===== config.mk =====
export PLATFORM = sky130hd
export DESIGN_NAME = motor_stall_detector_top
export DESIGN_NICKNAME = d
export VERILOG_FILES = /design/src/rtl/core/msd_pkg.sv /design/src/rtl/core/motor_stall_detector_top.sv /design/src/rtl/core/msd_window.sv /design/src/rtl/core/msd_run_ctrl.sv
export SDC_FILE = /design/constraint.sdc
export NUM_CORES = 1
export LEC_CHECK = 0
export ABC_CLOCK_PERIOD_IN_PS = 13500
export CAP_MARGIN = 10
export CORE_ASPECT_RATIO = 1.75
export CORE_UTILIZATION = 60
export CTS_CLUSTER_SIZE = 20
export DETAILED_ROUTE_END_ITERATION = 7
export DONT_BUFFER_PORTS = 1
export PLACE_DENSITY = 0.73
export SLEW_MARGIN = 20
export SYNTH_ARGS = -nofsm -noshare
export SYNTH_HDL_FRONTEND = slang
export SYNTH_SLANG_ARGS = --single-unit
export TNS_END_PERCENT = 100

===== constraint.sdc =====
create_clock -name i_clk -period 13.5 [get_ports i_clk]
set_input_delay 1.35 -clock i_clk [delete_from_list [all_inputs] [get_ports i_clk]]
set_output_delay 1.35 -clock i_clk [all_outputs]
set_load 0.03 [all_outputs]

===== src/rtl/core/msd_pkg.sv =====
`timescale 1ns / 1ps
`default_nettype none
// ----------------------------------------------------------------------------
// msd_pkg: shared types and constants for the motor stall detector
// Field widths, window sizing, the constant reciprocal used for the window
// average, and the structs passed between the window and the run controller.
// ----------------------------------------------------------------------------
package msd_pkg;

    localparam int WINDOW_LEN = 20;
    localparam int SAMPLE_W   = 10;
    localparam int TIME_W     = 14;
    localparam int THRESH_W   = 10;

    // Reset values of the configuration registers
    localparam logic [THRESH_W-1:0] THRESH_RESET = THRESH_W'(415);
    localparam logic [TIME_W-1:0]   GRACE_RESET  = TIME_W'(300);

    // Running sum and slot sizing
    localparam int SUM_MAX = WINDOW_LEN * ((1 << SAMPLE_W) - 1);
    localparam int SUM_W   = $clog2(SUM_MAX + 1);
    localparam int SLOT_W  = $clog2(WINDOW_LEN);

    // Divide by WINDOW_LEN as multiply by a rounded-up reciprocal and shift.
    // With DIV_SH = SUM_W + clog2(WINDOW_LEN) the quotient is exact for every sum.
    localparam int    DIV_SH  = SUM_W + $clog2(WINDOW_LEN);
    localparam longint RECIP  = ((longint'(1) << DIV_SH) + WINDOW_LEN - 1) / WINDOW_LEN;
    localparam int    RECIP_W = $clog2(RECIP + 1);
    localparam int    PROD_W  = SUM_W + RECIP_W;

    // Configuration port
    localparam int CFG_IDX_W  = 1;
    localparam int CFG_DATA_W = TIME_W;
    localparam logic [CFG_IDX_W-1:0] CFG_THRESHOLD = 1'b0;
    localparam logic [CFG_IDX_W-1:0] CFG_GRACE     = 1'b1;

    // Item kinds
    localparam logic KIND_START  = 1'b0;
    localparam logic KIND_SAMPLE = 1'b1;

    // Stream widths
    localparam int IN_DATA_W  = 48;
    localparam int OUT_DATA_W = 16;

    typedef enum logic [1:0] {
        DRIVE_RELEASE,
        DRIVE_FORWARD,
        DRIVE_BACKWARD
    } t_drive;

    typedef enum logic [1:0] {
        ST_IDLE,
        ST_RUNNING,
        ST_TIMEOUT,
        ST_STALL
    } t_status;

    typedef struct packed {
        logic                kind;
        logic [TIME_W-1:0]   max_time_ms;
        logic                direction;
        logic [1:0]          stall_level;
        logic [SAMPLE_W-1:0] sensor_sample;
        logic [TIME_W-1:0]   elapsed_ms;
    } t_item;

    // drive_command in the lowest bits
    typedef struct packed {
        t_status             run_status;
        logic [SAMPLE_W-1:0] window_average;
        t_drive              drive_command;
    } t_result;

    typedef struct packed {
        logic                clear;
        logic                push;
        logic [SAMPLE_W-1:0] sample;
    } t_win_cmd;

    typedef struct packed {
        logic [SUM_W-1:0] sum;
        logic [SUM_W-1:0] sum_pushed;
    } t_win_view;

    function automatic logic [SAMPLE_W-1:0] avg_of(input logic [SUM_W-1:0] sum);
        logic [PROD_W-1:0] prod;
        prod = PROD_W'(sum) * PROD_W'(RECIP);
        return prod[DIV_SH +: SAMPLE_W];
    endfunction

endpackage
`default_nettype wire


===== src/rtl/core/motor_stall_detector_top.sv =====
`timescale 1ns / 1ps
`default_nettype none
// ----------------------------------------------------------------------------
// motor_stall_detector_top: timed motor run with moving-average stall detection
// Start items arm a run; sample items feed a twenty-sample window whose
// average is compared against a threshold to count up a stall.
// ----------------------------------------------------------------------------
//
//  Channel   Direction  Transfer when                Carries
//  -------   ---------  ---------------------------  ----------------------------
//  s (in)    slave      i_s_tvalid & o_s_tready      start or sensor sample item
//  m (out)   master     o_m_tvalid & i_m_tready      drive, window average, status
//  cfg       slave      i_cfg_valid & o_cfg_ready    register index and data
//
//  One item per cycle while the m side keeps taking results; each result
//  goes through the input register, then the result register.
//  The per-item path is the running-sum update followed by the constant
//  multiply for the divide by twenty and the stall compare.
//  A stall on the m side holds both stages and drops o_s_tready only when the
//  result register is full and not being taken.
//  Synchronous active-low reset empties both stages, clears the window and
//  loads threshold 415 and grace 300. Both ready outputs stay low during
//  reset; out of reset config is always ready.
//
module motor_stall_detector_top (
    input  wire logic                            i_clk,
    input  wire logic                            i_rst_n,
    // slave stream
    input  wire logic                            i_s_tvalid,
    output logic                                 o_s_tready,
    // [13:0] max_time_ms, [14] direction, [16:15] stall_level,
    // [26:17] sensor_sample, [40:27] elapsed_ms, [47:41] zero
    input  wire logic [msd_pkg::IN_DATA_W-1:0]   i_s_tdata,
    // [0] kind
    input  wire logic                            i_s_tuser,
    // master stream
    output logic                                 o_m_tvalid,
    input  wire logic                            i_m_tready,
    // [1:0] drive_command, [11:2] window_average, [13:12] run_status, [15:14] zero
    output logic [msd_pkg::OUT_DATA_W-1:0]       o_m_tdata,
    // configuration write
    input  wire logic                            i_cfg_valid,
    output logic                                 o_cfg_ready,
    input  wire logic [msd_pkg::CFG_IDX_W-1:0]   i_cfg_index,
    input  wire logic [msd_pkg::CFG_DATA_W-1:0]  i_cfg_data
);
    import msd_pkg::*;

    logic                r_in_valid;
    t_item               r_in_item;
    logic                r_out_valid;
    t_result             r_out;
    logic [THRESH_W-1:0] r_threshold;
    logic [TIME_W-1:0]   r_grace;

    logic                adv;
    logic                fire;
    t_item               in_item;
    t_result             result;
    t_win_cmd            win_cmd;
    t_win_view           win_view;

    // Advance the pipe whenever the result register is free or draining
    assign adv        = !r_out_valid || i_m_tready;
    assign fire       = adv && r_in_valid;
    assign o_s_tready = adv && i_rst_n;

    // Unpack the transfer
    assign in_item.kind          = i_s_tuser;
    assign in_item.max_time_ms   = i_s_tdata[13:0];
    assign in_item.direction     = i_s_tdata[14];
    assign in_item.stall_level   = i_s_tdata[16:15];
    assign in_item.sensor_sample = i_s_tdata[26:17];
    assign in_item.elapsed_ms    = i_s_tdata[40:27];

    always_ff @(posedge i_clk) begin
        if (!i_rst_n) begin
            r_in_valid  <= 1'b0;
            r_out_valid <= 1'b0;
        end else if (adv) begin
            r_in_valid  <= i_s_tvalid;
            r_out_valid <= r_in_valid;
        end
    end

    // Payload stages: hold while stalled
    always_ff @(posedge i_clk) begin
        if (adv) begin
            r_in_item <= in_item;
            r_out     <= result;
        end
    end

    // Configuration registers
    assign o_cfg_ready = i_rst_n;

    always_ff @(posedge i_clk) begin
        if (!i_rst_n) begin
            r_threshold <= THRESH_RESET;
            r_grace     <= GRACE_RESET;
        end else if (i_cfg_valid) begin
            case (i_cfg_index)
                CFG_THRESHOLD: r_threshold <= i_cfg_data[THRESH_W-1:0];
                CFG_GRACE:     r_grace     <= i_cfg_data[TIME_W-1:0];
                default:       ;
            endcase
        end
    end

    msd_window u_window (
        .i_clk   (i_clk),
        .i_rst_n (i_rst_n),
        .i_cmd   (win_cmd),
        .o_view  (win_view)
    );

    msd_run_ctrl u_run_ctrl (
        .i_clk       (i_clk),
        .i_rst_n     (i_rst_n),
        .i_fire      (fire),
        .i_item      (r_in_item),
        .i_threshold (r_threshold),
        .i_grace     (r_grace),
        .i_view      (win_view),
        .o_cmd       (win_cmd),
        .o_result    (result)
    );

    assign o_m_tvalid = r_out_valid;
    assign o_m_tdata  = {(OUT_DATA_W - $bits(t_result))'(0), r_out};

    // ------------------------------------------------------------------------
    // Assertions
    // ------------------------------------------------------------------------
    a_fire_gives_result: assert property (@(posedge i_clk) disable iff (!i_rst_n)
        fire |=> o_m_tvalid)
        else $error("processed item did not reach the result register");

    a_stop_releases: assert property (@(posedge i_clk) disable iff (!i_rst_n)
        (o_m_tvalid && (r_out.run_status != ST_RUNNING))
        |-> (r_out.drive_command == DRIVE_RELEASE))
        else $error("motor driven while run is not active");

    a_empty_out_ready: assert property (@(posedge i_clk) disable iff (!i_rst_n)
        !o_m_tvalid |-> o_s_tready)
        else $error("input stalled with empty result register");

    a_stalled_stage_holds: assert property (@(posedge i_clk) disable iff (!i_rst_n)
        (r_in_valid && !adv) |=> (r_in_valid && $stable(r_in_item)))
        else $error("input stage changed while stalled");

endmodule
`default_nettype wire


===== src/rtl/core/msd_window.sv =====
`timescale 1ns / 1ps
`default_nettype none
// ----------------------------------------------------------------------------
// msd_window: sample window with running sum
// Holds the last WINDOW_LEN samples in a ring, keeps their sum and offers
// the sum as it would stand after the next push.
// ----------------------------------------------------------------------------
module msd_window (
    input  wire logic              i_clk,
    input  wire logic              i_rst_n,
    input  wire msd_pkg::t_win_cmd i_cmd,
    output msd_pkg::t_win_view     o_view
);
    import msd_pkg::*;

    logic [SAMPLE_W-1:0] r_win [WINDOW_LEN];
    logic [SUM_W-1:0]    r_sum;
    logic [SLOT_W-1:0]   r_slot;
    logic [SUM_W-1:0]    n_sum;
    logic [SLOT_W-1:0]   n_slot;

    // Drop the oldest entry and add the new one
    assign n_sum = r_sum - SUM_W'(r_win[r_slot]) + SUM_W'(i_cmd.sample);
    assign n_slot = (r_slot == SLOT_W'(WINDOW_LEN - 1)) ? '0 : r_slot + 1'b1;

    assign o_view.sum        = r_sum;
    assign o_view.sum_pushed = n_sum;

    always_ff @(posedge i_clk) begin
        if (!i_rst_n || i_cmd.clear) begin
            for (int i = 0; i < WINDOW_LEN; i++) begin
                r_win[i] <= '0;
            end
            r_sum  <= '0;
            r_slot <= '0;
        end else if (i_cmd.push) begin
            r_win[r_slot] <= i_cmd.sample;
            r_sum         <= n_sum;
            r_slot        <= n_slot;
        end
    end

endmodule
`default_nettype wire


===== src/rtl/core/msd_run_ctrl.sv =====
`timescale 1ns / 1ps
`default_nettype none
// ----------------------------------------------------------------------------
// msd_run_ctrl: run state, timeout and stall counting
// Decodes one item against the run state, steers the window and forms the
// result item.
// ----------------------------------------------------------------------------
module msd_run_ctrl (
    input  wire logic                          i_clk,
    input  wire logic                          i_rst_n,
    input  wire logic                          i_fire,
    input  wire msd_pkg::t_item                i_item,
    input  wire logic [msd_pkg::THRESH_W-1:0]  i_threshold,
    input  wire logic [msd_pkg::TIME_W-1:0]    i_grace,
    input  wire msd_pkg::t_win_view            i_view,
    output msd_pkg::t_win_cmd                  o_cmd,
    output msd_pkg::t_result                   o_result
);
    import msd_pkg::*;

    logic              r_active;
    logic [1:0]        r_count;
    logic [1:0]        r_limit;
    logic [TIME_W-1:0] r_time_limit;
    logic              r_dir;

    logic              n_active;
    logic [1:0]        n_count;
    logic [1:0]        n_limit;
    logic [TIME_W-1:0] n_time_limit;
    logic              n_dir;

    logic              is_update;
    logic [SUM_W-1:0]  div_in;
    logic [SAMPLE_W-1:0] avg;
    t_win_cmd          cmd;

    assign is_update = (i_item.kind == KIND_SAMPLE) && r_active
                       && (i_item.elapsed_ms < r_time_limit);
    assign div_in    = is_update ? i_view.sum_pushed : i_view.sum;
    assign avg       = avg_of(div_in);

    always_comb begin
        n_active     = r_active;
        n_count      = r_count;
        n_limit      = r_limit;
        n_time_limit = r_time_limit;
        n_dir        = r_dir;
        cmd.clear    = 1'b0;
        cmd.push     = 1'b0;
        cmd.sample   = i_item.sensor_sample;
        o_result.drive_command  = DRIVE_RELEASE;
        o_result.window_average = avg;
        o_result.run_status     = ST_IDLE;

        if (i_item.kind == KIND_START) begin
            cmd.clear    = 1'b1;
            n_count      = '0;
            n_time_limit = i_item.max_time_ms;
            n_dir        = i_item.direction;
            case (i_item.stall_level)
                2'd2:    n_limit = 2'd2;
                2'd1:    n_limit = 2'd3;
                default: n_limit = 2'd1;
            endcase
            o_result.window_average = '0;
            if (i_item.max_time_ms == '0) begin
                n_active            = 1'b0;
                o_result.run_status = ST_TIMEOUT;
            end else begin
                n_active               = 1'b1;
                o_result.run_status    = ST_RUNNING;
                o_result.drive_command = i_item.direction ? DRIVE_FORWARD : DRIVE_BACKWARD;
            end
        end else if (!r_active) begin
            o_result.run_status = ST_IDLE;
        end else if (!is_update) begin
            // elapsed time reached the limit: stop before using the sample
            n_active            = 1'b0;
            o_result.run_status = ST_TIMEOUT;
        end else begin
            cmd.push = 1'b1;
            if ((avg <= i_threshold) && (i_item.elapsed_ms > i_grace)) begin
                if (r_count != 2'd3) begin
                    n_count = r_count + 2'd1;
                end
            end else if (r_count != 2'd0) begin
                n_count = r_count - 2'd1;
            end
            if (n_count >= r_limit) begin
                n_active            = 1'b0;
                o_result.run_status = ST_STALL;
            end else begin
                o_result.run_status    = ST_RUNNING;
                o_result.drive_command = r_dir ? DRIVE_FORWARD : DRIVE_BACKWARD;
            end
        end
    end

    // Window moves only when the item is really processed
    assign o_cmd.clear  = cmd.clear & i_fire;
    assign o_cmd.push   = cmd.push & i_fire;
    assign o_cmd.sample = cmd.sample;

    always_ff @(posedge i_clk) begin
        if (!i_rst_n) begin
            r_active     <= 1'b0;
            r_count      <= '0;
            r_limit      <= 2'd1;
            r_time_limit <= '0;
            r_dir        <= 1'b0;
        end else if (i_fire) begin
            r_active     <= n_active;
            r_count      <= n_count;
            r_limit      <= n_limit;
            r_time_limit <= n_time_limit;
            r_dir        <= n_dir;
        end
    end

endmodule
`default_nettype wire

==> metrics.md, run 1 <==
| Metric | Value |
|---|---|
| DR pass1 iterations | `7` |
| Layout cells sized above 1 | `15.3%` |
| Largest net degree at the start of global routing | `63` |
| Crit path launch type | `register` |
| I/O Pins | `between 80 and 90` |
| Crit-path max cell delay | `570 ps` |
| Clk sinks | `447` |
| Commonest cells post-synth | `edfxtp_1, nor3_1, inv_1` |
| Worst hold endpoint | `r_threshold[5]$_SDFFE_PN0P_` |
| Top_reg_cell synth | `edfxtp_1` |
| Worst min-delay path category | `register to register` |
| Critical path required time | `13790 ps` |
| Fin. Hold Viols | `0` |
| End-of-flow core utilization | `66.4%` |
| Avg Cell Area, Syn | `about 13 um2` |
| Met2 Usage GRT | `51.6%` |
| Clock Path Buffers | `3` |
| Post-DP HPWL | `37600 um` |
| Met1 usage | `30.3%` |
| Max-cap viol count | `0` |
| Ys Warns | `0` |
| FF-to-FF End | `o_m_tdata[13]$_DFFE_PN_` |
| Global-route layer with the greatest usage | `met2` |
| FF-to-FF setup slack | `620 ps` |
| Register bit count reported by yosys | `447` |
| Biggest area consumer among synthesized cells | `edfxtp_1` |
| Filler cell count | `2753` |
| Fmax | `a little under 0.08 GHz` |
| Initial antenna violation count | `0` |
| Most common cell on crit path | `ha_1` |
| Slowest CP cell | `fa_1` |
| Reg area | `approximately 13000 um2` |
| Unique masters post-synth | `63` |
| Met3 global-route usage | `3.57%` |
| CTS tree | `built` |
| Max Slew Vio Count | `0` |
| Fin area | `26000 um2` |
| Die height | `265 um` |
| First-pass GRT wire length | `84000 um` |
| PortBufs | `0` |
| Routed len/inst | `approximately 24 um` |
| Finished Layout Cells | `~2300` |
| Reg clk slew, reported paths | `70 ps` |
| Global route overflow | `0` |
| Final net count | `2127` |
| Period utilization | `95.4%` |
| WP data arrival | `13180 ps` |
| Clk_skew | `38.2 ps` |
| Setup ws final | `616 ps` |
| Synth-to-Final Area Change | `9.54%` |
| Post-synthesis cell area | `roughly 24000 um2` |
| LEAKAGE | `between 0.01 and 0.015 uW` |
| TritonCTS Buffers | `40` |
| Ranking of synthesized cells by area | `edfxtp_1, mux4_2, ha_1` |
| Vias post-DR | `14577` |
| Hold_buf cts | `0` |
| Vias in the first global route | `14992` |
| Max-slew headroom | `26.3%` |
| Core area | `approximately 39000 um2` |
| Crit path max fanout | `15` |
| Final setup viols | `0` |
| Rows | `between 90 and 100` |
| Die footprint | `approximately 40000 um2` |
| Pwr/cell area | `118 nW/um2` |
| Status | `finished, violations left` |
| Max VDD drop | `approximately 120 uV` |
| Clock root cell | `clkbuf_16` |
| DRC Markers | `7` |
| Least-Margin Pin Slew | `1100 ps` |
| Initial detailed-routing violation count | `1145` |
| Gpl congestion | `0.909` |
| All-layer global routing usage | `27.7%` |
| Top-count cell post-synth | `edfxtp_1` |
| Worst-skew pair later-pin latency | `570 ps` |
| Die Wd | `152 um` |
| Crit path time final | `12880 ps` |
| Final ANT Viol Nets | `0` |
| Initial core utilization | `60.6%` |
| Post-synth EDFFs | `376` |
| Sequential area share after synthesis | `53.6%` |
| Dpl ws | `282 ps` |
| Worst r2r path cells | `48` |
| Fin Setup TNS | `0 ps` |
| Hold depth | `2` |
| Area of the multi-input gates | `9960 um2` |
| Dpl cell area | `24400 um2` |
| Proportion of netlist area held by the largest area contributor | `47.6%` |
| Detailed-route vias per instance | `6.22` |
| Failing checks | `DRC` |
| Total Routed Length | `55200 um` |
| Ant. Diodes | `0` |
| Placed Cells | `2251` |
| FFs w/ async S/R, synth | `0%` |
| Crit Path Class | `register to register` |
| Syn Inst Count | `~1800` |
| Worst Hold Launch | `r_threshold[5]$_SDFFE_PN0P_` |
| CP endpoint kind | `register` |
| H-tree depth | `2` |
-- repair_timing --
action                                  CTS  global route
endpoints found under the setup margin    0             4
setup buffers                             0            20
resized for setup                         0             9
-- routing by layer --
layer	vias up	part of all wire (%)	routed length (um)
li1	6687	-	-
met1	7185	34	18800
met2	542	55	30100
met3	163	5.3	2940
met4	0	6.0	3320
met5	-	0	0
-- cell usage in the layout (no fill, tap or decap), types with 12 or more instances in the layout --
cell type | synthesis | routed
a21boi_0 | 30 | 30
a21o_1 | 17 | 17
a21oi_1 | 46 | 44
buf_4 | 3 | 64
clkbuf_16 | 0 | 40
dfxtp_1 | 71 | 69
edfxtp_1 | 376 | 376
fa_1 | 68 | 68
ha_1 | 167 | 167
inv_1 | 180 | 180
mux2_2 | 12 | 12
mux4_2 | 100 | 100
nand2_1 | 130 | 130
nand3_1 | 22 | 18
nor2_1 | 49 | 44
nor3_1 | 208 | 207
o211ai_1 | 18 | 18
o21ai_0 | 48 | 32
o21ai_1 | 5 | 21
xnor2_1 | 17 | 17
-- cell type report --
cell class                      instances  share of cell area, %
Clock buffer                           46                   4.01
Timing Repair Buffer                   73                   2.45
Sequential cell                       447                   48.9
Multi-Input combinational cell       1081                   38.3
Inverter                              180                   2.60
Tap cell                              490                   2.36
Clock inverter                         27                   1.36
-- through the flow --
stage                     total power (uW)  hold WS [ps]
after floorplan                       1790           436
after global placement                1860           442
after global routing                  3150           482
final                                 3060           460
after detailed placement              1870           448
after CTS                             3070           459
-- logic make-up after synthesis --
logic type | after synthesis | synth area share, %
AND/OR/NAND/NOR | 477 | 9.57
flip-flops | 447 | 53.6
buffers and inverters | 299 | 4.87
adder cells (fa/ha/maj) | 237 | 14.6
AO/OA/AOI/OAI | 220 | 6.07
multiplexers | 118 | 10.3
XOR/XNOR | 27 | 0.996
other | 1 | 0.0158
-- state kept, by name, indices dropped and copies added, names as in the netlist, 2 cells and up, named ones only --
signal and count:
u_window.r_slot 5, r_threshold 10, u_window.r_win 320, r_grace 14, o_m_tdata 14, u_run_ctrl.r_limit 2, u_run_ctrl.r_count 2, u_run_ctrl.r_time_limit 14
u_window.r_sum 15, r_in_item 42
-- critical path, delay by kind of cell (launching register included) --
kind	cells	cell delay [ps]
adder cells (fa/ha/maj)	12	4900
AO/OA/AOI/OAI	15	2740
AND/OR/NAND/NOR	8	1700
multiplexers	3	1360
XOR/XNOR	3	800
buffers and inverters	7	660
flip-flops	1	450
-- power by group --
part,internal [uW],switching (uW),total [uW]
Clock,682,529,1210
Sequential,1540,33.5,1580
Combinational,101,165,266
-- worst max path at each step --
stage | from | to | slack (ps)
2_1_floorplan | register | o_m_tdata[13]$_DFFE_PN_ | 1520
5_1_grt | register | o_m_tdata[13]$_DFFE_PN_ | -70
4_1_cts | register | o_m_tdata[13]$_DFFE_PN_ | 260
3_3_place_gp | register | o_m_tdata[13]$_DFFE_PN_ | 460
6_report | register | o_m_tdata[13]$_DFFE_PN_ | 620
3_5_place_dp | register | o_m_tdata[13]$_DFFE_PN_ | 280
Note: power is estimated with default switching activity, not from simulation.
==> run 2, diff against run 1 <==
MAX_ROUTING_LAYER = met4   (was not set)
==> metrics.md, run 2 (same netlist as run 1, synthesis figures left out) <==
| Metric | Value |
|---|---|
| Status | `finished, violations left (unchanged)` |
| Failing checks | `DRC (unchanged)` |
| Net Switching | `710 uW (was 727 uW)` |
| Largest register by flop count | `u_window.r_win (unchanged)` |
| Slowest CP cell | `fa_2 (was fa_1)` |
| Max VDD drop | `128 uV (was 116 uV)` |
| Fin. Hold Viols | `0 (unchanged)` |
| Post-DP HPWL | `37800 um (was 37600 um)` |
| CP endpoint kind | `register (unchanged)` |
| FF-to-FF setup slack | `660 ps (was 620 ps)` |
| Max reg flops | `320 (unchanged)` |
| Layout cells sized above 1 | `14.7% (was 15.3%)` |
| Overall Power | `3010 uW (was 3060 uW)` |
| Max Slew Vio Count | `0 (unchanged)` |
| Detailed-route vias per instance | `6.26 (was 6.22)` |
| Final setup viols | `0 (unchanged)` |
| LEAKAGE | `0.00998 uW (was 0.0101 uW)` |
| Filler cell count | `2816 (was 2753)` |
| Dpl cell area | `24300 um2 (was 24400 um2)` |
| Die footprint | `40400 um2 (unchanged)` |
| Worst hold endpoint | `u_window.r_sum[9]$_SDFFE_PP0P_ (was r_threshold[5]$_SDFFE_PN0P_)` |
| Commonest non-fill, non-tap cell in the layout | `edfxtp_1 (unchanged)` |
| Pwr/cell area | `116 nW/um2 (was 118 nW/um2)` |
| Worst-skew pair later-pin latency | `560 ps (was 570 ps)` |
| Reg clk slew, reported paths | `70 ps (about the same)` |
| CTS tree | `built (unchanged)` |
| Hold_buf cts | `0 (unchanged)` |
| Seq pwr share | `52.5% (was 51.7%)` |
| Final net count | `2115 (was 2127)` |
| Combinational Power Share | `8.8% (was 8.7%)` |
| Vias in the first global route | `15351 (was 14992)` |
| Most common cell on crit path | `inv_1 (was ha_1)` |
| Initial detailed-routing violation count | `1214 (was 1145)` |
| Clock root cell | `clkbuf_16 (unchanged)` |
| Clk network pwr share | `38.8% (was 39.6%)` |
| Crit path max fanout | `13 (was 15)` |
| Switching Fraction | `23.6% (was 23.8%)` |
| Initial antenna violation count | `0 (unchanged)` |
| Total Routed Length | `55300 um (was 55200 um)` |
| Die height | `265 um (unchanged)` |
| Initial core utilization | `60.6% (unchanged)` |
| Crit path launch type | `register (unchanged)` |
| Max-cap viol count | `0 (unchanged)` |
| Clk sinks | `447 (unchanged)` |
| Ant. Diodes | `0 (unchanged)` |
| Leading cell types in the layout, fill and taps excluded | `edfxtp_1, nor3_1, inv_1 (unchanged)` |
| Clock Path Buffers | `3 (unchanged)` |
| Die Wd | `152 um (unchanged)` |
| Core area | `39200 um2 (unchanged)` |
| Area of the multi-input gates | `9960 um2 (about the same)` |
| Final hold slack | `455 ps (was 460 ps)` |
| Period utilization | `95.1% (was 95.4%)` |
| H-tree depth | `2 (unchanged)` |
| DRC Markers | `6 (was 7)` |
| First-pass GRT wire length | `85000 um (was 84000 um)` |
| Rows | `96 (unchanged)` |
| Global route overflow | `0 (unchanged)` |
| Worst r2r path cells | `48 (unchanged)` |
| Crit Path Class | `register to register (unchanged)` |
| Hold depth | `2 (unchanged)` |
| Synth-to-Final Area Change | `9.02% (was 9.54%)` |
| Placed Cells | `2248 (was 2251)` |
| Vias post-DR | `14595 (was 14577)` |
| DR pass1 iterations | `8 (was 7)` |
| I/O Pins | `88 (unchanged)` |
| Final ANT Viol Nets | `0 (unchanged)` |
| Routed len/inst | `23.7 um (was 23.5 um)` |
| Largest net degree at the start of global routing | `62 (was 63)` |
| Clk_skew | `23.6 ps (was 38.2 ps)` |
| Max-slew headroom | `24.4% (was 26.3%)` |
| Finished Layout Cells | `2332 (was 2344)` |
| Worst Hold Launch | `u_window.r_sum[9]$_SDFFE_PP0P_ (was r_threshold[5]$_SDFFE_PN0P_)` |
| WP data arrival | `13120 ps (was 13180 ps)` |
| Crit path time final | `12840 ps (was 12880 ps)` |
| All-layer global routing usage | `28.8% (was 27.7%)` |
| Gpl congestion | `0.957 (was 0.909)` |
| PortBufs | `0 (unchanged)` |
| Reg area | `12700 um2 (unchanged)` |
| Fmax | `0.0779 GHz (was 0.0776 GHz)` |
| FF-to-FF End | `o_m_tdata[13]$_DFFE_PN_ (unchanged)` |
| Crit-path max cell delay | `600 ps (was 570 ps)` |
| End-of-flow core utilization | `66.1% (was 66.4%)` |
| Least-Margin Pin Slew | `1130 ps (was 1100 ps)` |
| Worst min-delay path category | `register to register (unchanged)` |
| Internal | `2300 uW (was 2330 uW)` |
| Critical path required time | `13780 ps (was 13790 ps)` |
| Fin area | `25900 um2 (was 26000 um2)` |
| TritonCTS Buffers | `40 (unchanged)` |
| Largest regs | `u_window.r_win (320), r_in_item (42), u_window.r_sum (15) (unchanged)` |
run 2: changes by cell type in the layout (fill, tap and decap cells not counted), sizes merged:
cell and change:
clkbuf +6, clkinv -3, buf -14, bufinv -2, inv +1
run 2: layout make-up:
type | count | area share, %
flip-flops and latches | 447 | 49.2
multi-input cells | 1081 | 38.5
clock buffers | 50 | 4.17
inverters | 180 | 2.61
well taps | 490 | 2.37
repair buffers | 61 | 2.17
clock inverters | 23 | 1.02
run 2: stage by stage:
step | TNS, ps | setup WS [ps]
final | 0 | 659
after global routing | -28.3 | -28.3
after CTS | 0 | 156
after detailed placement | 0 | 181
after global placement | 0 | 437
after floorplan | 0 | 1520
run 2: repair_timing:
item	4_1_cts	5_1_grt
endpoints found under the setup margin	0	4
buffers inserted	0	9
resized for setup	0	12
run 2: critical path, delay by kind of cell (launching register included):
family	cells	cell delay, ps
compound gates	14	2830
xor+xnor	1	290
fa+ha+maj	12	5000
buf+inv	9	920
flops	1	440
mux	3	1310
simple gates	9	1770
run 2: power by group through the flow:
stage / clock network (uW) / logic [uW] / registers [uW]
global placement: 0 / 253 / 1600
global route: 1230 / 296 / 1580
floorplan: 0 / 193 / 1600
CTS: 1180 / 263 / 1580
finish: 1170 / 264 / 1580
detailed placement: 0 / 261 / 1610
run 2: per-layer routing:
layer / up-vias / GRT usage (%) / part of all wire, %
met5: - / - / 0
met4: 0 / 15.1 / 5.1
met3: 131 / 3.14 / 5.1
met2: 521 / 53.2 / 56
met1: 7282 / 30.2 / 34
li1: 6661 / - / -
run 2: worst max-delay path by stage:
stage / from / cells after the start / end
final: register / 48 / o_m_tdata[13]$_DFFE_PN_
after CTS: register / 47 / o_m_tdata[13]$_DFFE_PN_
after floorplan: register / 49 / o_m_tdata[13]$_DFFE_PN_
after global routing: register / 48 / o_m_tdata[13]$_DFFE_PN_
after global placement: register / 49 / o_m_tdata[13]$_DFFE_PN_
after detailed placement: register / 49 / o_m_tdata[13]$_DFFE_PN_
